## src/rtl/core/csw_pkg.sv

```systemverilog
// Shared types and constants for the clock, alarm and stopwatch core.
// Used by csw_scale, csw_next, clock_alarm_stopwatch_core and the testbench; no dependencies.
`timescale 1ns / 1ps

package csw_pkg;

   typedef enum logic [1:0] {
      CMD_TICK   = 2'd0,
      CMD_BTN_A  = 2'd1,
      CMD_BTN_B  = 2'd2,
      CMD_SAMPLE = 2'd3
   } cmd_type;

   localparam logic [1:0] MODE_CLOCK     = 2'd0;
   localparam logic [1:0] MODE_ALARM_SET = 2'd1;
   localparam logic [1:0] MODE_CLOCK_SET = 2'd2;

   localparam logic [1:0] WAKE_STEP_HOUR   = 2'd0;
   localparam logic [1:0] WAKE_STEP_MINUTE = 2'd1;
   localparam logic [1:0] WAKE_STEP_DONE   = 2'd2;
   localparam logic [1:0] WAKE_STEP_IDLE   = 2'd3;

   localparam logic [2:0] TIME_STEP_HOUR   = 3'd0;
   localparam logic [2:0] TIME_STEP_MINUTE = 3'd1;
   localparam logic [2:0] TIME_STEP_SECOND = 3'd2;
   localparam logic [2:0] TIME_STEP_DONE   = 3'd3;
   localparam logic [2:0] TIME_STEP_IDLE   = 3'd4;

   localparam logic [5:0] SECONDS_PER_MINUTE = 6'd60;
   localparam logic [5:0] MINUTES_PER_HOUR   = 6'd60;
   localparam logic [4:0] HOURS_PER_DAY      = 5'd24;
   localparam logic [5:0] HOUR_MAX           = 6'd23;
   localparam logic [5:0] MINUTE_MAX         = 6'd59;

   localparam logic [5:0] ALARM_DURATION_RESET = 6'd6;
   localparam logic [1:0] ADDR_ALARM_DURATION  = 2'd0;

   // Fixed-point shift for the constant-reciprocal scaling of samples.
   localparam int SCALE_SHIFT = 24;
   localparam int POT_WIDTH   = 10;

   typedef struct packed {
      logic [4:0] hour;
      logic [5:0] minute;
      logic [5:0] second;
   } hms_type;

   typedef struct packed {
      hms_type    time_now;
      logic [4:0] wake_hour;
      logic [5:0] wake_minute;
      hms_type    lap;
      logic [1:0] mode;
      logic [1:0] wake_step;
      logic [2:0] time_step;
      logic       ringing;
   } state_type;

   localparam state_type STATE_RESET = '{
      time_now:    '{hour: 5'd12, minute: 6'd30, second: 6'd40},
      wake_hour:   5'd12,
      wake_minute: 6'd30,
      lap:         '{hour: 5'd0, minute: 6'd0, second: 6'd0},
      mode:        MODE_CLOCK,
      wake_step:   WAKE_STEP_IDLE,
      time_step:   TIME_STEP_IDLE,
      ringing:     1'b0
   };

   // Result word, highest field first; the clock hour sits in the lowest bits.
   function automatic logic [47:0] pack_result(input state_type s);
      pack_result = {s.ringing, s.mode,
                     s.lap.second, s.lap.minute, s.lap.hour,
                     s.wake_minute, s.wake_hour,
                     s.time_now.second, s.time_now.minute, s.time_now.hour};
   endfunction

endpackage

```

## src/rtl/core/csw_scale.sv

```systemverilog
// Maps a potentiometer sample onto 0..23 or 0..59 as value*max/POT_MAX, truncated.
// Uses one multiply by a ceiling reciprocal, exact for 10-bit samples. Depends on csw_pkg.
`timescale 1ns / 1ps

module csw_scale import csw_pkg::*; #(
   parameter int POT_MAX = 1023
) (
   input  logic [POT_WIDTH-1:0] pot_value,
   input  logic                 sel_minute,
   output logic [5:0]           scaled
);

   localparam longint unsigned K_HOUR =
      ((longint'(HOUR_MAX) << SCALE_SHIFT) + longint'(POT_MAX) - 1) / longint'(POT_MAX);
   localparam longint unsigned K_MINUTE =
      ((longint'(MINUTE_MAX) << SCALE_SHIFT) + longint'(POT_MAX) - 1) / longint'(POT_MAX);
   localparam int KW = $clog2(K_MINUTE + 1);
   localparam int PW = POT_WIDTH + KW;

   logic [KW-1:0] factor;
   logic [PW-1:0] product;
   logic [PW-1:0] quotient;
   logic [5:0]    top;

   always_comb begin
      factor   = sel_minute ? KW'(K_MINUTE) : KW'(K_HOUR);
      top      = sel_minute ? MINUTE_MAX : HOUR_MAX;
      product  = PW'(pot_value) * PW'(factor);
      quotient = product >> SCALE_SHIFT;
      // Samples above POT_MAX would overshoot the field, so clamp them.
      if (quotient > PW'(top)) begin
         scaled = top;
      end else begin
         scaled = quotient[5:0];
      end
   end

endmodule

```

## src/rtl/core/csw_next.sv

```systemverilog
// Next-state logic for one event: tick counting, button stepping and sample setting.
// Depends on csw_pkg and csw_scale.
`timescale 1ns / 1ps

module csw_next import csw_pkg::*; #(
   parameter int POT_MAX = 1023
) (
   input  state_type            cur,
   input  cmd_type              cmd,
   input  logic [POT_WIDTH-1:0] pot_value,
   input  logic [5:0]           alarm_duration,
   output state_type            nxt
);

   logic       sel_minute;
   logic [5:0] scaled;
   logic [1:0] ws_inc;
   logic [2:0] ts_inc;
   logic [1:0] ws_next;
   logic [2:0] ts_next;

   function automatic hms_type advance(input hms_type t);
      hms_type    r;
      logic [6:0] s1;
      logic [6:0] m1;
      logic [5:0] h1;
      r  = t;
      s1 = {1'b0, t.second} + 7'd1;
      m1 = {1'b0, t.minute} + 7'd1;
      h1 = {1'b0, t.hour} + 6'd1;
      if (s1 >= {1'b0, SECONDS_PER_MINUTE}) begin
         r.second = '0;
         if (m1 >= {1'b0, MINUTES_PER_HOUR}) begin
            r.minute = '0;
            r.hour   = (h1 >= {1'b0, HOURS_PER_DAY}) ? 5'd0 : h1[4:0];
         end else begin
            r.minute = m1[5:0];
         end
      end else begin
         r.second = s1[5:0];
      end
      return r;
   endfunction

   // Only the hour fields use the 0..23 range.
   assign sel_minute = (cur.mode == MODE_ALARM_SET) ? (cur.wake_step != WAKE_STEP_HOUR)
                                                     : (cur.time_step != TIME_STEP_HOUR);

   csw_scale #(.POT_MAX(POT_MAX)) u_scale (
      .pot_value  (pot_value),
      .sel_minute (sel_minute),
      .scaled     (scaled)
   );

   always_comb begin
      ws_inc  = cur.wake_step + 2'd1;
      ws_next = (ws_inc > WAKE_STEP_DONE) ? WAKE_STEP_HOUR : ws_inc;
      ts_inc  = cur.time_step + 3'd1;
      ts_next = (ts_inc > TIME_STEP_DONE) ? TIME_STEP_HOUR : ts_inc;
   end

   always_comb begin
      nxt = cur;
      case (cmd)
         CMD_TICK: begin
            if (cur.mode != MODE_CLOCK_SET) begin
               nxt.time_now = advance(cur.time_now);
            end
            nxt.lap     = advance(cur.lap);
            nxt.ringing = (nxt.time_now.hour == cur.wake_hour) &&
                          (nxt.time_now.minute == cur.wake_minute) &&
                          (nxt.time_now.second < alarm_duration);
         end
         CMD_BTN_A: begin
            if (cur.mode == MODE_CLOCK || cur.mode == MODE_ALARM_SET) begin
               nxt.wake_step = ws_next;
               nxt.mode      = (ws_next == WAKE_STEP_DONE) ? MODE_CLOCK : MODE_ALARM_SET;
            end else if (cur.mode == MODE_CLOCK_SET) begin
               nxt.time_step = ts_next;
               nxt.mode      = (ts_next == TIME_STEP_DONE) ? MODE_CLOCK : MODE_CLOCK_SET;
            end
         end
         CMD_BTN_B: begin
            if (cur.mode == MODE_ALARM_SET) begin
               nxt.time_step = ts_next;
               nxt.mode      = (ts_next == TIME_STEP_DONE) ? MODE_CLOCK : MODE_CLOCK_SET;
            end
         end
         default: begin
            if (cur.mode == MODE_ALARM_SET) begin
               if (cur.wake_step == WAKE_STEP_HOUR) begin
                  nxt.wake_hour = scaled[4:0];
               end else if (cur.wake_step == WAKE_STEP_MINUTE) begin
                  nxt.wake_minute = scaled;
               end
            end else if (cur.mode == MODE_CLOCK_SET) begin
               if (cur.time_step == TIME_STEP_HOUR) begin
                  nxt.time_now.hour = scaled[4:0];
               end else if (cur.time_step == TIME_STEP_MINUTE) begin
                  nxt.time_now.minute = scaled;
               end else if (cur.time_step == TIME_STEP_SECOND) begin
                  nxt.time_now.second = scaled;
               end
            end
         end
      endcase
   end

endmodule

```

## src/rtl/core/clock_alarm_stopwatch_core.sv

```systemverilog
// Clock, alarm and stopwatch core: one event in, one snapshot of the state out.
// The state register doubles as the result register; a result is valid in the cycle
// after its transfer. Throughput: one item per cycle while rsp_tready is high.
// Reset (synchronous): clock 12:30:40, alarm 12:30, stopwatch zero, clock display,
// alarm duration 6 seconds, no result pending.
`timescale 1ns / 1ps

module clock_alarm_stopwatch_core import csw_pkg::*; #(
   parameter int POT_MAX = 1023
) (
   input  logic        clock,
   input  logic        reset,
   // Input stream.
   input  logic        req_tvalid,
   output logic        req_tready,
   input  logic [15:0] req_tdata,   // [9:0] pot_value, [15:10] zero
   input  logic [1:0]  req_tuser,   // [1:0] cmd
   // Result stream.
   output logic        rsp_tvalid,
   input  logic        rsp_tready,
   // [4:0] clock_hour, [10:5] clock_minute, [16:11] clock_second, [21:17] alarm_hour,
   // [27:22] alarm_minute, [32:28] watch_hour, [38:33] watch_minute,
   // [44:39] watch_second, [46:45] screen_mode, [47] alarm_active
   output logic [47:0] rsp_tdata,
   // Configuration port.
   input  logic        csr_psel,
   input  logic        csr_penable,
   input  logic        csr_pwrite,
   input  logic [1:0]  csr_paddr,
   input  logic [31:0] csr_pwdata,
   output logic [31:0] csr_prdata,
   output logic        csr_pready
);

   state_type  state_ff;
   state_type  state_in;
   state_type  state_calc;
   logic       valid_ff;
   logic       valid_in;
   logic [5:0] duration_ff;
   logic [5:0] duration_in;
   logic       req_xfer;
   logic       csr_write;

   assign req_tready = !valid_ff || rsp_tready;
   assign req_xfer   = req_tvalid && req_tready;
   assign rsp_tvalid = valid_ff;
   // The state only changes on a transfer, so it always shows the last result.
   assign rsp_tdata  = pack_result(state_ff);

   assign csr_pready = 1'b1;
   assign csr_write  = csr_psel && csr_penable && csr_pwrite && csr_pready;
   assign csr_prdata = (csr_paddr == ADDR_ALARM_DURATION) ? {26'd0, duration_ff} : 32'd0;

   csw_next #(.POT_MAX(POT_MAX)) u_next (
      .cur            (state_ff),
      .cmd            (cmd_type'(req_tuser)),
      .pot_value      (req_tdata[POT_WIDTH-1:0]),
      .alarm_duration (duration_ff),
      .nxt            (state_calc)
   );

   always_comb begin
      state_in    = req_xfer ? state_calc : state_ff;
      valid_in    = req_xfer ? 1'b1 : (rsp_tready ? 1'b0 : valid_ff);
      duration_in = (csr_write && csr_paddr == ADDR_ALARM_DURATION) ? csr_pwdata[5:0]
                                                                     : duration_ff;
   end

   always_ff @(posedge clock) begin
      if (reset) begin
         state_ff    <= STATE_RESET;
         valid_ff    <= 1'b0;
         duration_ff <= ALARM_DURATION_RESET;
      end else begin
         state_ff    <= state_in;
         valid_ff    <= valid_in;
         duration_ff <= duration_in;
      end
   end

endmodule

```

## config.mk

```make
export PLATFORM = sky130hd
export DESIGN_NAME = clock_alarm_stopwatch_core
export DESIGN_NICKNAME = d
export VERILOG_FILES = /design/src/rtl/core/csw_pkg.sv /design/src/rtl/core/csw_scale.sv /design/src/rtl/core/csw_next.sv /design/src/rtl/core/clock_alarm_stopwatch_core.sv
export SDC_FILE = /design/constraint.sdc
export NUM_CORES = 1
export LEC_CHECK = 0
export BUFFER_PORTS_ARGS = -buffer_cell sky130_fd_sc_hd__buf_2
export CORE_MARGIN = 1.5
export CORE_UTILIZATION = 40
export DETAILED_ROUTE_END_ITERATION = 10
export GPL_ROUTABILITY_DRIVEN = 0
export PLACE_DENSITY = 0.6
export SYNTH_ARGS = -nofsm -noshare
export SYNTH_HDL_FRONTEND = slang
export SYNTH_SLANG_ARGS = --single-unit
```

## constraint.sdc

```tcl
create_clock -name clock -period 6.2 [get_ports clock]
set_input_delay 0.31 -clock clock [delete_from_list [all_inputs] [get_ports clock]]
set_output_delay 0.31 -clock clock [all_outputs]
set_load 0.03 [all_outputs]
```

==> run summary, run 1 <==
The initial cell density of the core is 40.52%. Setup repair after global routing could not meet its margin everywhere. The number of DRC violations after detailed-routing iteration 0 is 251. The nature of the critical path startpoint is a flop. Using the TritonRoute via totals, the vias-per-cell ratio works out to 5.252. The die span in x is 140.4 microns. The setup slack on the worst flop-to-flop path is -0.06 ns. The startpoint identified for the worst hold timing path is csr_pwdata[2]. The path class of the tightest hold or removal check is input port to flop. The average footprint of a synthesized cell came out at 8.123 sq um. The switching share of power came out at 46.01%. The maximum achievable frequency came out at 0.1597 GHz. The clock sink total came out at 60. Sequential cells were found to cover 15.90% of the synthesized design area.

The worst hold slack across all endpoints came out at 0.2052 ns. The share of the synthesized area in the top cell type is 15.90%. The share of total power in sequential cells came out at 8.9%. After routing, the total negative slack on setup checks comes to -0.2812 ns. The run finished, with violations left.

Cell internal power was estimated by the tool at 2580 uW. The post-detailed-placement half-perimeter wirelength came out at 14950 microns. STA classifies the critical path endpoint as a flop. The number of cells traversed by the worst hold path came out at 3. Dividing the detail-routed wire length by the instance count gives 14.90 microns. The number of global-route vias before repair came out at 6261. The total length of routed wires is 19080 microns. The number of detailed-route iterations in the first pass is 5. In this run the tightest slew margin relative to its limit is 24.56%. The critical path is of the flop to flop type. The largest net degree at the start of global routing is 49. After floorplanning, the core was divided into 50 placement rows.

By area the synthesized netlist is led by dfxtp_1 16%, ha_1 16%, fa_1 13%, buf_4 7.5%, inv_1 5.6%. The level count of the clock H-tree is 3. Sorting the synthesized cells by how often they occur yields 112 x inv_1, 96 x ha_1, 77 x nand2_1, 75 x buf_4, 63 x nor2_1. Summed over all cells, the static leakage comes to 0.004267 uW. The origin of the worst setup path is rsp_tdata[46]. The hold violation count in the final report came out at 0. The number of endpoints failing setup at the final stage came out at 6. The maximum number of buffers from clock root to sink came out at 2. The count of buffers added on input and output ports is 82.

Of all nets on the critical path, the largest fanout is 4. The post-route netlist has 28.68% of its cells at a drive strength greater than 1. The peak supply drop is 494.5 uV. The checks that failed: negative setup slack. In this run, synthesis produced a sequential element count of 60. In the post-synthesis netlist, the cell with the most instances is inv_1. The die area came out at 19720 sq um. The setup slack of the critical path after layout is -0.06205 ns. The count of unresolved DRC violations after routing came out at 0. The synthesis-to-finish area growth came out at 22.99%. The global routing usage summed across all routing layers came out at 19.24%.

For this run the aggregate overflow at the end of global routing stands at 0. The number of antenna violations at the first check in global routing was 0. TritonCTS built the clock tree.

The number of synthesized flops with an enable pin is 0. The cell count after synthesis is 930. The number of pins exceeding their max-slew limit in the final report is 0.

The startpoint identified for the worst register-to-register timing path is rsp_tdata[46]. The share of the clock period used by the worst path after layout came out at 101.0%. The floorplan step set the die height to 140.4 microns. The antenna violation net count after detailed routing is 0. The utilization of the core after routing came out at 49.84%. The number of antenna diodes in the final layout is 0.

The number of warning messages in the yosys log came out at 0. At the pin with the least slew margin, the transition time is 1.123 ns. The net total in the final layout is 1244. The core region is 18640 sq um. The master cell of the clock root buffer is clkbuf_16. Clock-pin slew was measured on the worst setup and hold paths at 0.05 ns. The net switching power is 2199 uW.

The arrival time of data at the critical path endpoint came out at 6.48 ns. The minimum period implied by the final worst setup slack is 6.262 ns. The first global-routing pass estimated 31110 microns of wire.

Dividing total power by cell area gives a power density of 514.3 nW/um^2. Buffers inserted during clock tree synthesis total 9. The destination of the worst hold path is duration_ff[2].

The insertion delay to the later sink of the worst-skew pair is 0.33 ns. The max capacitance violation total is 0. The clock network fraction of design power came out at 10.1%.

In this run the critical register-to-register path is captured at rsp_tdata[11]. The number of top-level pins came out at 142. Of all cell types, the one taking the most synthesized area is dfxtp_1.

Measured in cells, the most critical reg-to-reg path has a length of 24. The required time reported for the critical path endpoint is 6.41 ns. The combinational share of power is 81.0%. The synthesized netlist occupies a cell area of 7555 sq um. The total vias in the final route is 6723. For this run, the leading register cell type out of synthesis is dfxtp_1. Synthesis instantiated 82 different standard cells from the library. The share of flip-flops with an asynchronous set or reset after synthesis came out at 0%. The setup skew after layout came out at 0.006499 ns.
repair_timing:
action	CTS	global route
hold endpoints to repair	0	0
resized for setup	41	65
buffers inserted	6	12
gates cloned	0	0
setup endpoints to repair	25	27
pin swaps	46	49
hold buffers	0	0
how the worst max path moves through the flow:
| stage | cells past startpoint | slack [ns] | end |
|---|---|---|---|
| 2_1_floorplan | 28 | 0.0006 | rsp_tdata[19] |
| 3_3_place_gp | 28 | -0.22 | rsp_tdata[1] |
| 3_5_place_dp | 28 | -0.34 | rsp_tdata[1] |
| 4_1_cts | 28 | -0.09 | rsp_tdata[11] |
| 5_1_grt | 30 | -0.31 | rsp_tdata[1] |
| 6_report | 24 | -0.06 | rsp_tdata[11] |
cell families after synthesis:
family	after synthesis	share of synthesized area, %
xor+xnor	20	2.418
compound gates	213	19.23
buf+inv	210	14.23
fa+ha+maj	144	28.62
mux	16	2.120
other cells	2	0.09941
flops	60	15.90
simple gates	265	17.39
final cells by class:
class                      instances  area, sq um
tap                              234        292.8
clock buffer                      11        232.7
inverter                         113        424.2
clock inverter                     5        52.55
timing repair buffer             172         1114
fill                            1803         9351
multi-input combinational        685         5969
sequential                        60         1206
layer usage:
layer	GRT usage (%)	part of all wire, %	vias to the layer above	routed length (microns)
li1	-	-	3348	-
met1	24.72	45	3197	8590
met2	34.21	50	155	9563
met3	2.188	3.3	23	638
met4	4.986	1.5	0	285
met5	0	0	-	0
stage by stage:
stage	area (sq um)	total power [uW]	std cells	setup slack [ns]
detailed placement	8319	3213	1246	-0.3402
CTS	8848	4133	1268	-0.08560
global placement	8319	3190	1246	-0.2189
floorplan	7724	2221	955	0.0005933
global route	9291	5171	1280	-0.3070
finish	9291	4779	1280	-0.06205
placed cells by master (no fill, tap or decap), drive strengths merged, types with 3 or more instances in the layout:
| cell | count |
|---|---|
| a211o | 5 |
| a211oi | 13 |
| a21boi | 5 |
| a21o | 13 |
| a21oi | 62 |
| a31oi | 6 |
| a32o | 6 |
| and2 | 12 |
| and3 | 7 |
| buf | 172 |
| clkbuf | 11 |
| clkinv | 4 |
| conb | 27 |
| dfxtp | 60 |
| fa | 48 |
| ha | 96 |
| inv | 112 |
| mux2i | 16 |
| nand2 | 77 |
| nand2b | 5 |
| nand3 | 33 |
| nand4 | 15 |
| nor2 | 64 |
| nor2b | 6 |
| nor3 | 23 |
| nor3b | 6 |
| o2111ai | 3 |
| o211a | 4 |
| o211ai | 9 |
| o21a | 5 |
| o21ai | 45 |
| o311ai | 3 |
| o31ai | 11 |
| or3 | 5 |
| xnor2 | 12 |
| xor2 | 8 |
state kept, by name, summed over array words and instances (netlist names):
name	cells
rsp_tdata	48
rsp_tvalid	1
duration_ff	6
state_ff	5
critical path: stages (launching register included):
cell and delay [ns]:
dfxtp_2 0.32, nand2b_4 0.15, o31ai_4 0.32, inv_2 0.11, and2_4 0.17, buf_6 0.11, fa_1 0.48, fa_2 0.63
fa_1 0.41, fa_1 0.53, ha_4 0.21, ha_4 0.27, nand2_4 0.06, a211oi_4 0.26, o311ai_4 0.11, a221oi_2 0.30
o2111ai_1 0.16, nand2_1 0.12, xnor2_2 0.13, inv_2 0.06, ha_4 0.29, a31oi_4 0.08, o211ai_1 0.33, nand4b_1 0.24
a32o_1 0.26
power by group through the flow:
stage / Clock [uW] / Sequential (uW) / Combinational [uW]
after detailed placement: 0 / 433 / 2780
after CTS: 492 / 425 / 3220
final: 483 / 426 / 3870
after global placement: 0 / 433 / 2760
after floorplan: 0 / 424 / 1800
after global routing: 508 / 428 / 4230
Note: power is estimated with default switching activity, not from simulation.
==> inputs of run 2 (changes only) <==
Settings changed: PLACE_DENSITY 0.6 to 0.58, RECOVER_POWER set to 50.
Clock period 6.2 ns to 6 ns, I/O delays scaled along.
==> run summary, run 2 (synthesis results as in run 1) <==
The number of flip-flops in the largest register came out at 48. The critical path ends at rsp_tdata[17]. The die covers 19720 sq um. The worst hold slack across all endpoints came out at 0.1915 ns.

The synthesis-to-finish area growth is 25.06%. After clock tree synthesis, the flow added hold-fix buffers numbering 0. The hold violation count in the final report came to 0. The maximum achievable frequency is 0.1617 GHz. The total vias in the final route is 6790. Setup violations remaining at the end of the flow were counted as 17. The level count of the clock H-tree came out at 3.

TritonCTS built the clock tree. The tool flagged a number of max-cap violations equal to 0. The post-detailed-route wirelength per cell is 15.57 microns.

Dividing the detail-routed via count by the number of cells gives 5.243. Counting along the longest clock path gives a buffer depth of 2. The worst register-to-register path ends at rsp_tdata[17]. The count of filler cells inserted in the layout is 1813.

The design area is 9448 sq um. After clock tree synthesis, the clock-pin slew on the worst setup and hold paths is 0.06 ns. Among cell families on the critical path, the largest total delay comes from adder cells. The setup skew after layout is 0.007513 ns. The checks that failed: negative setup slack. The number of detailed-route iterations in the first pass came out at 5. The tightest min-delay check is of the input port to flop type. The placed instances occupy a cell area of 8467 sq um. The first global-routing pass estimated 33110 microns of wire.

At the pin with the least slew margin, the transition time is 1.177 ns. The number of global-route vias before repair is 6691. The insertion delay to the later sink of the worst-skew pair came out at 0.33 ns. The worst setup path is launched from a flop. The number of DRC violations after detailed-routing iteration 0 is 349.

The largest net degree at the start of global routing came out at 49. In the layout the commonest cells are 94 x inv_1, 93 x buf_4, 76 x ha_1. The peak supply drop came out at 407.9 uV. The number of cells after detailed placement is 1254. The tree is rooted in a clkbuf_16. The number of buffers and inverters on the critical path is 8. The required time reported for the critical path endpoint is 6.16 ns.

The net total in the final layout came out at 1260. Counting cells, the worst reg-to-reg path comes to 30. The clock net in this run drives a total of 60 sinks. After layout, the worst setup slack is -0.1861 ns. The arrival time of data at the critical path endpoint is 6.35 ns. The power density over the cells is 537.4 nW/um^2. The cell row count is 50. The post-layout total power is 5077 uW. The number of diodes added for antenna fixing came out at 0. The number of antenna violations at the first check in global routing is 0. The beginning of the worst register-to-register path is rsp_tdata[46].

The minimum period implied by the final worst setup slack is 6.186 ns. In the final timing run, aggregate negative setup slack is -1.849 ns. The placeable core area is 18640 sq um. The total length of routed wires is 20160 microns.

The share of the clock period used by the worst path after layout came out at 103.1%. Setup repair after global routing could not meet its margin everywhere. The largest fanout on the critical path is 8. The count of unresolved DRC violations after routing is 0.

The antenna violation net count after detailed routing came out at 0. The setup path with the least slack is of type flop to flop. Once the floorplan was initialized, standard cells occupied 40.52% of the core. The leakage power summed over all cells came out at 0.004218 uW. The finished layout holds 1295 standard cells, fillers aside. Leaving out fill and tap cells, the most frequent cell in the layout is inv_1. The number of top-level pins came out at 142. Setup slack on the worst reg-to-reg path comes out at -0.19 ns. Global routing finished with a remaining overflow of 0. The die span in x is 140.4 microns.

STA classifies the critical path endpoint as a flop. For this design, the slowest cell found on the critical path is fa_1. The number of buffers created by CTS is 9. The flow ran to the end, but the final reports show violations. The most critical setup path has its startpoint at rsp_tdata[46]. The number of port buffers came out at 82. The post-detailed-placement half-perimeter wirelength came out at 15840 microns.

The cell count along the critical path came out at 30. The number of pins exceeding their max-slew limit in the final report is 0. The global routing usage summed across all routing layers is 20.75%.

The die outline height is 140.4 microns. The share of layout cells above drive strength 1 is 27.62%. On the worst path, the slowest cell contributes a delay of 0.51 ns. The worst hold path was traced through 3 stages.

The worst-case headroom to the max-slew limit came out at 20.93%.
==> run 2: final cells by class <==
type                            instances  area, sq um  share of cell area (%)
Clock buffer                           11        252.7                   2.675
Clock inverter                          4        25.02                  0.2649
Inverter                              113        434.2                   4.595
Multi-Input combinational cell        685         6026                   63.78
Sequential cell                        60         1206                   12.77
Tap cell                              234        292.8                   3.099
Timing Repair Buffer                  188         1211                   12.82
==> run 2: metal layers <==
metal | vias up | global-route usage [%] | part of all wire, % | routed length [microns]
met5 | - | 0 | 0 | 0
met4 | 0 | 6.704 | 1.8 | 359
met3 | 24 | 2.017 | 3.1 | 616
met2 | 139 | 37.18 | 50 | 10110
met1 | 3248 | 26.14 | 45 | 9073
li1 | 3379 | - | - | -
==> run 2: power breakdown <==
part | switching (uW) | internal, uW | leakage, uW
clock | 184 | 298 | 0.000133
combinational | 2130 | 2020 | 0.00360
sequential | 27.7 | 413 | 0.000488
total | 2340 | 2740 | 0.00422
==> run 2: worst register-to-register path: cells and delay by family (launching register included) <==
family	cells	cell delay, ns
adders and majority gates	7	2.51
DFF	1	0.31
and+or+nand+nor	3	0.39
xor gates and xnor gates	1	0.13
buffers and inverters	8	0.56
AOI/OAI and AO/OA	11	2.10
==> run 2: how the worst min path moves through the flow <==
stage | startpoint | end
2_1_floorplan | csr_pwdata[1] | duration_ff[1]
3_3_place_gp | duration_ff[1] | duration_ff[1]
3_5_place_dp | duration_ff[1] | duration_ff[1]
4_1_cts | csr_pwdata[2] | duration_ff[2]
5_1_grt | csr_pwdata[1] | duration_ff[1]
6_report | csr_pwdata[2] | duration_ff[2]
==> run 2: through the flow <==
step / setup WS, ns / util [%]
floorplan: -0.05580 / -
global placement: -0.3306 / 45.42
detailed placement: -0.3906 / 45.42
CTS: -0.3092 / 48.85
global route: -0.4320 / 50.68
finish: -0.1861 / 50.68
==> run 2: timing repair <==
item	in CTS	in global routing
endpoints found under the setup margin	28	28
setup buffers	12	17
hold endpoints to repair	0	0
gates resized for setup	61	67
pin swaps	54	52
==> inputs of run 3 (changes only) <==
Settings changed: PLACE_DENSITY 0.58 to 0.57, SYNTH_HIERARCHICAL set to 1.
==> run summary, run 3 <==
The antenna violation net count after detailed routing is 0. After synthesis, the cell types taking the most area are ha_1 14%, dfxtp_1 14%, fa_1 11%, buf_4 6.8%, inv_1 4.5%. The wire length of the first global-routing pass is 37000 microns. The floorplan step defined a die boundary enclosing 22260 sq um. The largest fanout on the critical path is 6.

The cell row count came out at 53. The category of the critical setup timing path is flop to flop. In this run the deepest clock path goes through 2 buffers. The number of DRC violations after detailed-routing iteration 0 came out at 469. The setup TNS is -30.70 ns.

The power density over the cells is 403.2 nW/um^2. The max capacitance violation total is 0. The number of global-route vias before repair came out at 7131. The worst setup path is captured at a flop. The average footprint of a synthesized cell came out at 8.317 sq um. The share of the clock period used by the worst path after layout is 122.3%.

The arrival time of data at the critical path endpoint is 7.56 ns. The number of pins exceeding their max-slew limit in the final report came out at 0. The post-placement cell area came out at 9366 sq um. Across the routed clock network, the largest skew measured is 0.007916 ns.

The number of endpoints failing setup at the final stage came out at 28. Summed over all instances, the cell type with the most area after synthesis is ha_1. The delay of the slowest cell on the worst path is 0.51 ns.

The checks that failed: negative setup slack. Grouping stages by cell kind, the critical path spends the most delay in adder cells. The insertion delay to the later sink of the worst-skew pair came out at 0.34 ns. The largest net degree at the start of global routing is 67. The nature of the critical path startpoint is a flop. The placeable core area came out at 21020 sq um. In the layout the commonest cells are 97 x buf_4, 93 x inv_1, 83 x ha_1. Setup repair after global routing could not meet its margin everywhere.

The leakage power summed over all cells is 0.004502 uW. The hold violation count in the final report is 0. The design area came out at 10070 sq um. Synthesis handed over a netlist of 1028 instances.

The completed layout was analyzed and its total power is 4060 uW. The final layout contains routed wiring with a total length of 22990 microns. The number of detailed-route iterations in the first pass is 5. The root buffer cell chosen for the clock tree is clkbuf_16.

The peak supply drop is 267.0 uV. The die outline height is 149.2 microns. For this design the top-level I/O count stands at 142.

The count of unresolved DRC violations after routing is 0. The share of the synthesized area in the top cell type is 14.49%. The class of the worst hold path is input port to flop. The pin slew with the least headroom to its limit is 1.028 ns.

The sequential fraction of the synthesis area came out at 14.05%. The post-detailed-route wirelength per cell is 16.41 microns. The total vias in the final route came out at 7499. The die span in x is 149.2 microns.

The sum of buffers and inverters on the critical path is 8. The synthesized cell area is 8549 sq um. The number of port buffers is 82. The largest individual stage delay along the critical path comes from the cell fa_1. The clock input transition at the sequential cells of the worst setup and hold paths came out at 0.05 ns. The remaining global-route overflow is 0. The commonest cells after synthesis are 102 x inv_1, 99 x ha_1, 78 x buf_4, 74 x o21ai_0, 65 x nand2_1. The synthesis-to-finish area growth is 17.77%. The worst setup slack before clock tree synthesis is -1.229 ns.

The number of different library cells in the post-synthesis netlist came out at 90. The most common flop cell mapped by yosys is dfxtp_1. The H-tree generated during clock tree synthesis spans 3 levels. Once detailed placement completed, the half-perimeter wirelength came to 16850 microns. The worst-case headroom to the max-slew limit came out at 31.45%. The final layout contains 1325 nets. The flow ran to the end, but the final reports show violations. The share of layout cells above drive strength 1 came out at 25.22%. The CTS tree is built. The number of synthesized flops with an enable pin is 0. Yosys printed 6 warnings. The setup slack of the critical path after layout is -1.341 ns. The number of diodes added for antenna fixing came out at 0. The global routing usage summed across all routing layers is 20.72%. The initial utilization of the core area, before any placement, comes to 40.67%. The number of flip-flops in the largest register came out at 48. The worst path in the final design needs a cycle of 7.341 ns, including I/O delays and setup.

The worst hold slack across all endpoints is 0.2217 ns. The maximum achievable frequency came out at 0.1362 GHz. The per-cell via count in the routed design came out at 5.353.

The most frequent cell after synthesis is inv_1. The number of antenna violations at the first check in global routing came to 0. The number of synthesized register bits is 60. The library cell used most frequently in the layout, excluding fill and tap cells, is buf_4.

The clock net in this run drives a total of 60 sinks. The required time reported for the critical path endpoint is 6.22 ns. The share of flip-flops with an asynchronous set or reset after synthesis came out at 0%. The number of buffers created by CTS came out at 9.
run 3: cell type report:
class                           count  area (sq um)
Clock buffer                       12         246.5
Clock inverter                      4         72.57
Fill cell                        2044         10950
Inverter                          105         399.1
Multi-Input combinational cell    762          6633
Sequential cell                    60          1204
Tap cell                          275         344.1
Timing Repair Buffer              183          1170
run 3: logic make-up after synthesis:
kind of cell	Yosys count	synth area share (%)
flip-flops	60	14.05
adder cells (fa/ha/maj)	146	25.38
multiplexers	43	5.269
other	2	0.08784
AO/OA/AOI/OAI	261	20.78
buffers and inverters	231	14.56
AND/OR/NAND/NOR	267	18.03
XOR/XNOR	18	1.844
run 3: where the power goes:
part	switching (uW)	internal, uW	total, uW
clock network	190	374	564
logic	1530	1520	3050
registers	32.6	413	446
total	1760	2300	4060
run 3: metal layers:
metal / vias up / routed length, microns / global-route usage, %
met4: 0 / 352 / 4.752
met3: 25 / 916 / 3.119
met2: 181 / 10980 / 34.42
met1: 3576 / 10740 / 28.21
li1: 3717 / - / -
met5: - / 0 / 0
run 3: worst paths after layout:
path	start	depth (start not counted)	end	slack (ns)
min	csr_pwdata[4]	3	duration_ff[4]	0.22
max	state_ff[2]	34	rsp_tdata[20]	-1.34
max reg2reg	state_ff[2]	34	rsp_tdata[20]	-1.34
min reg2reg	duration_ff[0]	2	duration_ff[0]	0.49
run 3: repair_timing:
action	CTS	global route
hold endpoints to repair	0	0
cloned	1	0
pin swaps	4	22
gates resized for setup	26	24
hold buffers	0	0
endpoints found under the setup margin	28	28
setup buffers	7	3
run 3: per-stage QoR:
stage,cells,util [%]
6_report,1401,47.90
3_5_place_dp,1374,44.56
4_1_cts,1398,47.21
2_1_floorplan,1053,-
3_3_place_gp,1374,44.56
5_1_grt,1401,47.90
run 3: tightest hold or removal path: stages:
cell	delay, ns
buf_2	0.09
nand2b_1	0.05
mux2i_1	0.06
